$ cat config.mk
export PLATFORM = sky130hd
export DESIGN_NAME = label_track_confirm_table_top
export DESIGN_NICKNAME = d
export VERILOG_FILES = /design/src/rtl/core/ltc_pkg.sv /design/src/rtl/core/ltc_entry_mem.sv /design/src/rtl/core/ltc_cfg_regs.sv /design/src/rtl/core/ltc_ctrl.sv /design/src/rtl/core/label_track_confirm_table_top.sv
export SDC_FILE = /design/constraint.sdc
export NUM_CORES = 2
export LEC_CHECK = 0
export BUFFER_PORTS_ARGS = -buffer_cell sky130_fd_sc_hd__buf_2
export CORE_ASPECT_RATIO = 0.75
export CORE_UTILIZATION = 35
export CTS_BUF_LIST = sky130_fd_sc_hd__clkbuf_2 sky130_fd_sc_hd__clkbuf_4 sky130_fd_sc_hd__clkbuf_8
export DETAILED_ROUTE_END_ITERATION = 10
export PLACE_DENSITY = 0.51
export SLEW_MARGIN = 20
export SYNTH_ARGS = -nofsm -noshare
export SYNTH_HDL_FRONTEND = slang
export SYNTH_SLANG_ARGS = --single-unit
$ cat constraint.sdc
create_clock -name clk -period 6.35 [get_ports clk]
set_input_delay 1.5875 -clock clk [delete_from_list [all_inputs] [get_ports clk]]
set_output_delay 1.5875 -clock clk [all_outputs]
set_load 0.02 [all_outputs]
$ cat src/rtl/core/ltc_pkg.sv
// ----------------------------------------------------------------------------
// ltc_pkg
// Shared types and constants of the label track confirmation table.
// ----------------------------------------------------------------------------
package ltc_pkg;

  typedef struct packed {
    logic        kind;
    logic [15:0] obj_label;
    logic [31:0] now_tick;
  } req_item_t;

  typedef struct packed {
    logic        found;
    logic [15:0] probability;
    logic        table_full;
  } rsp_item_t;

  typedef struct packed {
    logic [7:0]  confirm_threshold;
    logic [15:0] live_ticks;
  } cfg_t;

  // One table entry as it is kept in the entry memory.
  typedef struct packed {
    logic [15:0] label;
    logic [31:0] seen_tick;
    logic [15:0] hits;
  } entry_t;

  localparam logic KIND_ADD   = 1'b0;
  localparam logic KIND_QUERY = 1'b1;

  localparam logic REG_CONFIRM_THRESHOLD = 1'b0;
  localparam logic REG_LIVE_TICKS        = 1'b1;

  localparam logic [7:0]  CONFIRM_THRESHOLD_RESET = 8'd3;
  localparam logic [15:0] LIVE_TICKS_RESET        = 16'd100;

  localparam logic [15:0] HITS_MAX = 16'hFFFF;
  localparam logic [15:0] PROB_MAX = 16'hFFFF;

  // Logistic sigmoid in Q0.16 for a hit distance of -11 to +11.
  localparam logic [15:0] SIG_TABLE [0:22] = '{
    16'd1,     16'd3,     16'd8,     16'd22,    16'd60,    16'd162,
    16'd439,   16'd1179,  16'd3108,  16'd7812,  16'd17625, 16'd32768,
    16'd47911, 16'd57724, 16'd62428, 16'd64357, 16'd65097, 16'd65374,
    16'd65476, 16'd65514, 16'd65528, 16'd65533, 16'd65535
  };

  function automatic logic [15:0] sig_q16(input logic [15:0] hits,
                                          input logic [7:0]  thr);
    logic signed [17:0] d;
    logic signed [17:0] s;
    logic [15:0]        r;
    d = $signed({2'b00, hits}) - $signed({10'b0, thr});
    s = d + 18'sd11;
    if (d < -18'sd11) begin
      r = 16'd0;
    end else if (d > 18'sd11) begin
      r = PROB_MAX;
    end else begin
      r = SIG_TABLE[s[4:0]];
    end
    return r;
  endfunction

endpackage

$ cat src/rtl/core/ltc_entry_mem.sv
// ----------------------------------------------------------------------------
// ltc_entry_mem
// Single-port-write, single-port-read entry memory with registered read data.
// ----------------------------------------------------------------------------
module ltc_entry_mem
  import ltc_pkg::*;
#(
  parameter int DEPTH = 16,
  parameter int AW    = 4
) (
  input  logic          clk,
  input  logic          wr_en,
  input  logic [AW-1:0] wr_addr,
  input  entry_t        wr_data,
  input  logic          rd_en,
  input  logic [AW-1:0] rd_addr,
  output entry_t        rd_data
);

  entry_t mem [DEPTH];

  always_ff @(posedge clk) begin
    if (wr_en) begin
      mem[wr_addr] <= wr_data;
    end
  end

  always_ff @(posedge clk) begin
    if (rd_en) begin
      rd_data <= mem[rd_addr];
    end
  end

endmodule

$ cat src/rtl/core/ltc_cfg_regs.sv
// ----------------------------------------------------------------------------
// ltc_cfg_regs
// Configuration register file behind the APB-style port.
// ----------------------------------------------------------------------------
module ltc_cfg_regs
  import ltc_pkg::*;
(
  input  logic        clk,
  input  logic        rst,
  input  logic        psel,
  input  logic        penable,
  input  logic        pwrite,
  input  logic [2:0]  paddr,
  input  logic [31:0] pwdata,
  output logic [31:0] prdata,
  output logic        pready,
  output cfg_t        cfg
);

  logic reg_index;
  logic wr_strobe;

  // Registers sit on word boundaries; the word index is address bit 2.
  assign reg_index = paddr[2];
  assign wr_strobe = psel && penable && pwrite;
  assign pready    = 1'b1;

  always_ff @(posedge clk) begin
    if (rst) begin
      cfg.confirm_threshold <= CONFIRM_THRESHOLD_RESET;
      cfg.live_ticks        <= LIVE_TICKS_RESET;
    end else if (wr_strobe) begin
      unique case (reg_index)
        REG_CONFIRM_THRESHOLD: cfg.confirm_threshold <= pwdata[7:0];
        REG_LIVE_TICKS:        cfg.live_ticks        <= pwdata[15:0];
        default: ;
      endcase
    end
  end

  always_comb begin
    unique case (reg_index)
      REG_CONFIRM_THRESHOLD: prdata = {24'd0, cfg.confirm_threshold};
      REG_LIVE_TICKS:        prdata = {16'd0, cfg.live_ticks};
      default:               prdata = 32'd0;
    endcase
  end

endmodule

$ cat src/rtl/core/ltc_ctrl.sv
// ----------------------------------------------------------------------------
// ltc_ctrl
// Scan, update and aging sequencer around the entry memory.
// ----------------------------------------------------------------------------
module ltc_ctrl
  import ltc_pkg::*;
#(
  parameter int DEPTH = 16,
  parameter int AW    = 4
) (
  input  logic          clk,
  input  logic          rst,
  input  cfg_t          cfg,
  input  logic          req_valid,
  output logic          req_ready,
  input  req_item_t     req,
  output logic          rsp_valid,
  input  logic          rsp_ready,
  output rsp_item_t     rsp,
  output logic          mem_wr_en,
  output logic [AW-1:0] mem_wr_addr,
  output entry_t        mem_wr_data,
  output logic          mem_rd_en,
  output logic [AW-1:0] mem_rd_addr,
  input  entry_t        mem_rd_data
);

  localparam int CW = AW + 1;
  localparam logic [CW-1:0] LAST_ADDR = CW'(DEPTH - 1);

  typedef enum logic [1:0] {S_IDLE, S_SCAN, S_DRAIN, S_FINISH} state_t;

  state_t            state;
  req_item_t         item;
  logic [CW-1:0]     cnt;
  logic              rd_pend;
  logic [AW-1:0]     rd_idx;
  logic              hit_found;
  logic [AW-1:0]     hit_idx;
  logic [15:0]       hit_hits;
  logic              free_found;
  logic [AW-1:0]     free_idx;
  logic [DEPTH-1:0]  kill;
  logic [DEPTH-1:0]  valid_bits;

  logic              cur_valid;
  logic              cur_match;
  logic [31:0]       cur_dist;
  logic              cur_stale;
  logic              rsp_free;
  logic              do_write;

  // Examine the entry that was read in the previous cycle.
  always_comb begin
    cur_valid = valid_bits[rd_idx];
    cur_match = cur_valid && (mem_rd_data.label == item.obj_label);
    cur_dist  = (item.now_tick >= mem_rd_data.seen_tick) ?
                (item.now_tick - mem_rd_data.seen_tick) :
                (mem_rd_data.seen_tick - item.now_tick);
    cur_stale = cur_valid && (cur_dist > {16'd0, cfg.live_ticks});
  end

  assign req_ready   = (state == S_IDLE);
  assign mem_rd_en   = (state == S_SCAN);
  assign mem_rd_addr = cnt[AW-1:0];
  assign rsp_free    = !rsp_valid || rsp_ready;

  // The write-back happens in the finish cycle, so it never meets a read.
  always_comb begin
    do_write    = (state == S_FINISH) && rsp_free && (item.kind == KIND_ADD) &&
                  (hit_found || free_found);
    mem_wr_en   = do_write;
    mem_wr_addr = hit_found ? hit_idx : free_idx;
    mem_wr_data.label     = item.obj_label;
    mem_wr_data.seen_tick = item.now_tick;
    if (hit_found) begin
      mem_wr_data.hits = (hit_hits == HITS_MAX) ? hit_hits : hit_hits + 16'd1;
    end else begin
      mem_wr_data.hits = 16'd0;
    end
  end

  always_ff @(posedge clk) begin
    if (rst) begin
      state      <= S_IDLE;
      rd_pend    <= 1'b0;
      rsp_valid  <= 1'b0;
      valid_bits <= '0;
    end else begin
      // In the finish cycle the result register is reloaded instead.
      if (rsp_valid && rsp_ready && (state != S_FINISH)) begin
        rsp_valid <= 1'b0;
      end
      if (rd_pend) begin
        if (!cur_valid && !free_found) begin
          free_found <= 1'b1;
          free_idx   <= rd_idx;
        end
        if (cur_match && !hit_found) begin
          hit_found <= 1'b1;
          hit_idx   <= rd_idx;
          hit_hits  <= mem_rd_data.hits;
        end
        if (cur_stale) begin
          kill[rd_idx] <= 1'b1;
        end
      end
      unique case (state)
        S_IDLE: begin
          if (req_valid) begin
            item       <= req;
            cnt        <= '0;
            hit_found  <= 1'b0;
            free_found <= 1'b0;
            kill       <= '0;
            state      <= S_SCAN;
          end
        end
        S_SCAN: begin
          rd_pend <= 1'b1;
          rd_idx  <= cnt[AW-1:0];
          cnt     <= cnt + CW'(1);
          if (cnt == LAST_ADDR) begin
            state <= S_DRAIN;
          end
        end
        S_DRAIN: begin
          rd_pend <= 1'b0;
          state   <= S_FINISH;
        end
        S_FINISH: begin
          if (rsp_free) begin
            rsp_valid       <= 1'b1;
            rsp.found       <= hit_found;
            rsp.probability <= (item.kind == KIND_QUERY && hit_found) ?
                               sig_q16(hit_hits, cfg.confirm_threshold) : 16'd0;
            rsp.table_full  <= (item.kind == KIND_ADD) && !hit_found && !free_found;
            if (item.kind == KIND_ADD) begin
              for (int i = 0; i < DEPTH; i++) begin
                valid_bits[i] <= (valid_bits[i] && !kill[i]) ||
                                 (do_write && (mem_wr_addr == AW'(i)));
              end
            end
            state <= S_IDLE;
          end
        end
        default: state <= S_IDLE;
      endcase
    end
  end

  a_prob_needs_found: assert property (@(posedge clk) disable iff (rst)
    (rsp_valid && rsp.probability != 16'd0) |-> rsp.found)
    else $error("nonzero probability for an absent label");

  a_full_not_found: assert property (@(posedge clk) disable iff (rst)
    (rsp_valid && rsp.table_full) |-> !rsp.found)
    else $error("table full reported for a present label");

  a_written_is_valid: assert property (@(posedge clk) disable iff (rst)
    mem_wr_en |=> valid_bits[$past(mem_wr_addr)])
    else $error("written entry not marked valid");

  a_hit_is_valid: assert property (@(posedge clk) disable iff (rst)
    (state == S_FINISH && hit_found) |-> valid_bits[hit_idx])
    else $error("matched entry is not valid");

  a_no_rw_overlap: assert property (@(posedge clk) disable iff (rst)
    !(mem_wr_en && mem_rd_en))
    else $error("entry memory read and write overlap");

endmodule

$ cat src/rtl/core/label_track_confirm_table_top.sv
// ----------------------------------------------------------------------------
// label_track_confirm_table_top
// Table of tracked object labels with hit counts, aging and confirmation
// probability lookup.
// ----------------------------------------------------------------------------
// Usage:
//   Items enter on req (valid/ready). An add item (kind 0) refreshes or
//   inserts its label and then ages out entries unseen for more than
//   live_ticks; a query item (kind 1) reports presence and the sigmoid of
//   hits minus confirm_threshold. Every item gives exactly one item on rsp.
//   Each item is worked in order: one entry memory read per cycle over the
//   whole table, a drain state for the read latency, then a write-back
//   state. One item is in work at a time and the next one can be taken in
//   the cycle in which the result appears.
//   The result sits in an output register; while the receiver stalls, the
//   next item is scanned and waits in its write-back cycle until the
//   register frees up.
//   Reset clears all valid bits and loads confirm_threshold = 3 and
//   live_ticks = 100. The user must write registers over the APB-style port
//   only while the block is idle; the block itself does not enforce this.
// ----------------------------------------------------------------------------
module label_track_confirm_table_top
  import ltc_pkg::*;
#(
  parameter int TABLE_DEPTH = 16
) (
  input  logic        clk,
  input  logic        rst,
  input  logic        req_valid,
  output logic        req_ready,
  input  req_item_t   req,
  output logic        rsp_valid,
  input  logic        rsp_ready,
  output rsp_item_t   rsp,
  input  logic        psel,
  input  logic        penable,
  input  logic        pwrite,
  input  logic [2:0]  paddr,
  input  logic [31:0] pwdata,
  output logic [31:0] prdata,
  output logic        pready
);

  localparam int AW = (TABLE_DEPTH > 1) ? $clog2(TABLE_DEPTH) : 1;

  cfg_t          cfg;
  logic          mem_wr_en;
  logic [AW-1:0] mem_wr_addr;
  entry_t        mem_wr_data;
  logic          mem_rd_en;
  logic [AW-1:0] mem_rd_addr;
  entry_t        mem_rd_data;

  ltc_cfg_regs u_cfg (
    .clk     (clk),
    .rst     (rst),
    .psel    (psel),
    .penable (penable),
    .pwrite  (pwrite),
    .paddr   (paddr),
    .pwdata  (pwdata),
    .prdata  (prdata),
    .pready  (pready),
    .cfg     (cfg)
  );

  ltc_entry_mem #(
    .DEPTH (TABLE_DEPTH),
    .AW    (AW)
  ) u_mem (
    .clk     (clk),
    .wr_en   (mem_wr_en),
    .wr_addr (mem_wr_addr),
    .wr_data (mem_wr_data),
    .rd_en   (mem_rd_en),
    .rd_addr (mem_rd_addr),
    .rd_data (mem_rd_data)
  );

  ltc_ctrl #(
    .DEPTH (TABLE_DEPTH),
    .AW    (AW)
  ) u_ctrl (
    .clk         (clk),
    .rst         (rst),
    .cfg         (cfg),
    .req_valid   (req_valid),
    .req_ready   (req_ready),
    .req         (req),
    .rsp_valid   (rsp_valid),
    .rsp_ready   (rsp_ready),
    .rsp         (rsp),
    .mem_wr_en   (mem_wr_en),
    .mem_wr_addr (mem_wr_addr),
    .mem_wr_data (mem_wr_data),
    .mem_rd_en   (mem_rd_en),
    .mem_rd_addr (mem_rd_addr),
    .mem_rd_data (mem_rd_data)
  );

endmodule
# After elaboration in Yosys (flattened, before gate mapping)
# Memory sizes are Yosys's and may differ from the RTL's. A register that Yosys moved wholly into a read port is not among the register bits.
# Index checks and enable logic that the tools add are counted.
[op_classes] addsub=6 magnitude_cmp=7 n_eq_ne=25 muxes=36 bitwise_logic=6 n_reduce_logical=100
[ops] op="$mux W16" n=9
[ops] op="$pmux W32 S2" n=1
[ops] op="$sub A32 B32 Y32" n=2
[ops] op="$logic_and A1 B1 Y1" n=47
[ops] op="$eq A4 B4 Y1 const B" n=8
[ops] op="$ge A32 B32 Y1" n=1
[ops] op="$gt A32 B16 Y1" n=1
[ops] op="$mux W32" n=1
[ops] op="$reduce_and A3 Y1" n=7
[ops] op="$logic_not A1 Y1" n=20
[ops] op="$logic_or A1 B1 Y1" n=18
[ops] op="$gt A17 B5 Y1 const B" n=1
[ops] op="$lt A17 B5 Y1 const B" n=1
[ops] op="$sub A16 B8 Y17" n=1
[ops] op="$add A16 B1 Y16 const B" n=1
[ops] op="$eq A16 B16 Y1" n=1
[ops] op="$eq A16 B16 Y1 const B" n=1
[ops] op="$eq A4 B3 Y1 const B" n=4
[ops] op="$or A16 B16 Y16" n=1
[ops] op="$mux W1" n=15
[ops] op="$pmux W5 S2" n=1
[ops] op="$eq A4 B2 Y1 const B" n=2
[ops] op="$pmux W2 S4" n=1
[ops] op="$ge A6 B6 Y1 const B" n=1
[ops] op="23 further kinds" n=34
[word_totals] register_bits=162 ramBits=1024 rom_bits=512 input_bits=91 elab_cells=202 n_memories=2
[mem_list] name="u_mem.mem" depth=16 word_bits=64 read_ports=1 rd_clocked_by_memory_dff=1 wr=1 line="ltc_entry_mem.sv:20" rtl="entry_t mem [DEPTH];"
[mem_list] name="(no name shown)" depth=32 word_bits=16 read_ports=1 rd_clocked_by_memory_dff=0 wr=0 line="ltc_pkg.sv:63" rtl="r = SIG_TABLE[s[4:0]];"

# Logic depth before layout (Yosys ltp)
[logic_depth] ltp_word=9 mapped_depth=25

# By module
# Synthesis repeated with hierarchy kept, for this count alone.
[hier_totals] hier_cells=3044 hier_area_um2=52828.2
[modules_own_cells] module="ltc_entry_mem" instances=1 cells_each=1647 area_each_um2=40222.3 seq_area_each_um2=32671.3
[modules_own_cells] module="ltc_ctrl" instances=1 cells_each=1256 area_each_um2=11247.0 seq_area_each_um2=3883.7
[modules_own_cells] module="ltc_cfg_regs" instances=1 cells_each=141 area_each_um2=1358.8 seq_area_each_um2=480.5

# Least setup slack after synthesis
# No wires, ideal clock.
[synth_path] kind="input to register" start="input rsp_ready" end="memory u_mem.mem[12][0] (netlist bit), enable pin" arrival_time_ns=5.062 required_time_ns=5.862 setup_slack_ns=0.800 cell_stages=5 path_buffers=0 path_cell_list="nor2b_1 > nand2b_1 > nor2_1 > nand3_1 > nor2_1"
[synth_between] elab_chain_cells=6
[synth_lines] item="start: declaration" line="label_track_confirm_table_top.sv:33" rtl="input logic rsp_ready,"
[synth_lines] item="$logic_or A1 B1 Y1" line="ltc_ctrl.sv:66" rtl="assign rsp_free = !rsp_valid || rsp_ready;"
[synth_lines] item="$logic_and A1 B1 Y1 (3 in series)" line="ltc_ctrl.sv:70" rtl="do_write = (state == S_FINISH) && rsp_free && (item.kind == KIND_ADD) &&"
[synth_lines] item="$mux W1" line="ltc_entry_mem.sv:23" rtl="if (wr_en) begin"
[synth_lines] item="$mux W1 (not written as such)" line="ltc_entry_mem.sv:24" rtl="mem[wr_addr] <= wr_data;"
[synth_lines] item="end: declaration" line="ltc_entry_mem.sv:20"
# Every way passes these cells.

# Worst setup path in the final report
[layout_path] start="register u_ctrl.item (netlist bit u_ctrl.mem_wr_data[26])" end="register u_ctrl.kill[4] (data pin)"
[layout_between] elab_chain_cells=8 word_cells_on_any_way=10 cone_classes="add/sub (2); order compare (2); mux (5); reduce/logical (1)"
[layout_lines] item="start: declaration" line="ltc_ctrl.sv:34" rtl="req_item_t item;"
[layout_lines] item="start signal: assignment" line="ltc_ctrl.sv:111" rtl="item <= req;"
[layout_lines] item="$sub A32 B32 Y32 (tied with other cells)" line="ltc_ctrl.sv:59" rtl="(mem_rd_data.seen_tick - item.now_tick);"
[layout_lines] item="$mux W32 *" line="ltc_ctrl.sv:57" rtl="cur_dist = (item.now_tick >= mem_rd_data.seen_tick) ?"
[layout_lines] item="$gt A32 B16 Y1 *" line="ltc_ctrl.sv:60" rtl="cur_stale = cur_valid && (cur_dist > {16'd0, cfg.live_ticks});"
[layout_lines] item="$logic_and A1 B1 Y1 *" line="ltc_ctrl.sv:60"
[layout_lines] item="$mux W16 *" line="ltc_ctrl.sv:104" rtl="if (cur_stale) begin"
[layout_lines] item="$mux W16 *" line="ltc_ctrl.sv:94" rtl="if (rd_pend) begin"
[layout_lines] item="$mux W16" line="ltc_ctrl.sv:110" rtl="if (req_valid) begin"
[layout_lines] item="$mux W16 *" line="ltc_ctrl.sv:108" rtl="unique case (state)"
[layout_lines] item="end signal: indexed assignment" line="ltc_ctrl.sv:105" rtl="kill[rd_idx] <= 1'b1;"
[layout_lines] item="end signal: assignment" line="ltc_ctrl.sv:115" rtl="kill <= '0;"
[layout_lines] item="end: declaration" line="ltc_ctrl.sv:43" rtl="logic [DEPTH-1:0] kill;"
# Mark *: on every way between the ends. The rest lies on a longest branch, timed or not.
# A chain may end at the register's enable or synchronous reset.

==> impl_metrics.tcl <==
set metrics [dict create \
    status "completed" \
    yosys.area.top_type "edfxtp_1" \
    nFillCells 13200 \
    drc 0 \
    cp_top_family "compound AO/OA/AOI/OAI gates" \
    clock_sinks 1248 \
    synthTopCellsByArea "edfxtp_1, mux4_2, ha_1" \
    synth_warnings 0 \
    tns_ns 0 \
    regArea_mm2 0.0370 \
    syn_inst 2873 \
    crit_chain "inv_1 -> ha_1 -> nand4_4 -> o41a_1 -> a31o_1 -> nand2_2 -> mux2i_1 -> o221ai_1 -> a31oi_1 -> xnor2_1 -> ha_1 -> nand4_1 -> or3_1 -> o21ai_0 -> and3b_1 -> o2111ai_1 -> nor4_4 -> buf_4 -> o31ai_1" \
    dp_hpwl_mm 80.5 \
    overflow 0 \
    critPathRequiredTime_ns 7.00 \
    wl_per_cell_um 26.2 \
    worst-path-buf-inv 2 \
    crit_top_cell "ha_1" \
    ios 144 \
    syn-cell-area_mm2 0.0523 \
    place_inst 4923 \
    avgViaCountPerCell 5.32 \
    drv_cap 0 \
    swShare_pct 29.2 \
    post-cts-setup-buffer-count 0 \
    ys_types 84 \
    crit_path_max_incr_delay_ns 0.70 \
    post-route-period-util_pct 91.5 \
    instances_no_fill 5271 \
    first_pass_iters 6 \
    first_global_vias 28700 \
    grt_max_degree 96 \
    cts_htree_levels 4 \
    final_common_cell "edfxtp_1" \
    syn2layout_area_growth_pct 14.0 \
    layout.nets 3330 \
    track_usage_pct 18.3 \
    cp_slowest_cell "edfxtp_1" \
    slew_viol_final 0 \
    fmax_mhz 172 \
    synth_top_area_share_pct 69.1 \
    hold_class "reg2reg" \
    fp-row-count 122 \
    startpoint_type "flip-flop" \
    root_buffer "clkbuf_8" \
    antenna_found_initial 4 \
    drive_gt1_share_pct 26.9 \
    max-vdd-ir-drop_mv 0.216 \
    synth-seq-cells 1248 \
    rsz0062_at_grt "no" \
    syn_area_per_cell_um2 18.2 \
    yosysSeqAreaShare_pct 70.8 \
    p_sw_mw 6.14 \
    critPathArrivalTime_ns 6.46 \
    routed_wl_mm 138 \
    io_buffers 108 \
    setup_viol 0 \
    final_cell_mix "edfxtp_1, mux4_2, clkbuf_8" \
    postRouteAntennaNets 0 \
    core_mm2 0.148 \
    synth-async-reset-ratio_pct 0 \
    setup.worst_path.end_class "flip-flop" \
    dr.first_iter.drc_count 2461 \
    post-route-util_pct 40.3 \
    ys.flop_type "edfxtp_1" \
    fp.dieH_um 337 \
    min_period_ns 5.81 \
    slew_headroom_pct 27.8 \
    clk_pin_slew_ns 0.07 \
    path_class "reg2reg" \
    cp_max_fo 18 \
    grt_pass1_wl_mm 199 \
    synth_enable_flop_cells 1204 \
    initial_core_util_pct 35.4 \
    die-area_mm2 0.151 \
    post_cts_resized 0 \
    clk_latency_ns 0.92 \
    gp_congestion 0.873 \
    p_comb_share_pct 21.7 \
    clock_path_buffers 3 \
    power_leakage_nw 19.4 \
    vias 28000 \
    clock_power_share_pct 31.9 \
    internal_power_mw 14.9 \
    cts_tree "built" \
    hold_viol_final 0 \
    cts_hold_buf 0 \
    power_density_mw_per_mm2 352 \
    seqPwrFrac_pct 46.4 \
    tightest_slew_ns 1.08 \
    cts_made_buffers 193 \
    multi_input_area_mm2 0.0143 \
    finalClockSkew_ns 0.0447 \
    die_width_um 448 \
]
## cells by family (layout without fill, tap and decap cells)
logic type,Yosys count,in the layout,share of synthesized area (%)
AND/OR/NAND/NOR,446,446,4.04
adder cells (fa/ha/maj),105,105,2.56
XOR/XNOR,69,69,1.16
other,2,21,0.0144
AO/OA/AOI/OAI,386,386,4.74
multiplexers,346,346,14.4
buffers and inverters,271,666,2.26
flip-flops,1248,1248,70.8
## sequential cells by signal (all words and copies together), names as in the netlist, 2 cells and up
signal,cells
u_ctrl.rd_idx,4
u_mem.rd_data,64
u_ctrl.kill,16
u_mem.mem,1024
u_ctrl.hit_hits,16
u_ctrl.rsp,16
u_ctrl.state,2
u_ctrl.cnt,5
u_ctrl.hit_idx,4
u_ctrl.valid_bits,16
u_ctrl.mem_wr_data,48
u_cfg.cfg,24
u_ctrl.free_idx,4
## power groups by stage
stage / combinational [mW] / clock [mW] / sequential, mW
floorplan: 3.23 / 0 / 9.81
global placement: 4.58 / 0 / 9.90
detailed placement: 4.56 / 0 / 9.91
CTS: 4.58 / 6.91 / 9.74
global route: 4.94 / 7.22 / 9.77
finish: 4.56 / 6.70 / 9.74
## worst reg2reg max path, stage by stage, from the launching register on
cell and delay, ns:
edfxtp_1 0.70, inv_1 0.10, ha_1 0.57, nand4_4 0.18, o41a_1 0.49, a31o_1 0.29, nand2_2 0.21, mux2i_1 0.32
o221ai_1 0.16, a31oi_1 0.20, xnor2_1 0.09, ha_1 0.31, nand4_1 0.13, or3_1 0.34, o21ai_0 0.45, and3b_1 0.22
o2111ai_1 0.18, nor4_4 0.19, buf_4 0.29, o31ai_1 0.13
## cells in the mapped netlist, drive strengths merged, types with 28 or more instances
cell type / n
clkbuf: 83
mux4: 325
buf: 71
nand3: 29
dfxtp: 44
inv: 115
o21ai: 89
xnor2: 41
xor2: 28
edfxtp: 1204
nand2: 147
nand4: 38
a21oi: 137
nor2: 134
nor3: 28
ha: 102
## cell type report
type,instances,area share [%]
sequential,1248,62.1
multi-input combinational,1369,24.0
clock buffer,258,5.36
tap,1984,4.16
timing repair buffer,205,2.64
clock inverter,86,1.00
inverter,117,0.737
antenna,4,0.0168
## metrics by stage
| stage | cell area (um^2) | power (mW) | hold slack [ns] | setup WS (ns) |
|---|---|---|---|---|
| final | 59600 | 21.0 | 0.418 | 0.541 |
| after global routing | 59600 | 21.9 | 0.436 | 0.148 |
| after CTS | 59600 | 21.2 | 0.420 | 0.495 |
| after detailed placement | 55800 | 14.5 | 0.405 | 0.535 |
| after global placement | 55800 | 14.5 | 0.403 | 0.675 |
| after floorplan | 52300 | 13.0 | 0.400 | 0.800 |
## path summary, 6_finish.rpt
path                                                        from                      endpoint  slack, ns  depth (start not counted)
worst max-delay path            u_ctrl.mem_wr_data[26]$_DFFE_PP_      u_ctrl.kill[4]$_DFFE_PN_       0.54                         19
worst min-delay path                  u_mem.rd_data[6]$_DFFE_PN_  u_ctrl.hit_hits[6]$_DFFE_PP_       0.42                          0
worst max register to register  u_ctrl.mem_wr_data[26]$_DFFE_PP_      u_ctrl.kill[4]$_DFFE_PN_       0.54                         19
worst min register to register        u_mem.rd_data[6]$_DFFE_PN_  u_ctrl.hit_hits[6]$_DFFE_PP_       0.42                          0
## routing by layer
layer	up-vias	part of all wire [%]	global-route usage, %
met1	14800	47	27.5
li1	12100	-	-
met3	179	5.7	3.20
met5	-	0	0
met4	0	1.6	4.54
met2	950	45	27.6
Note: power is estimated with default switching activity, not from simulation.
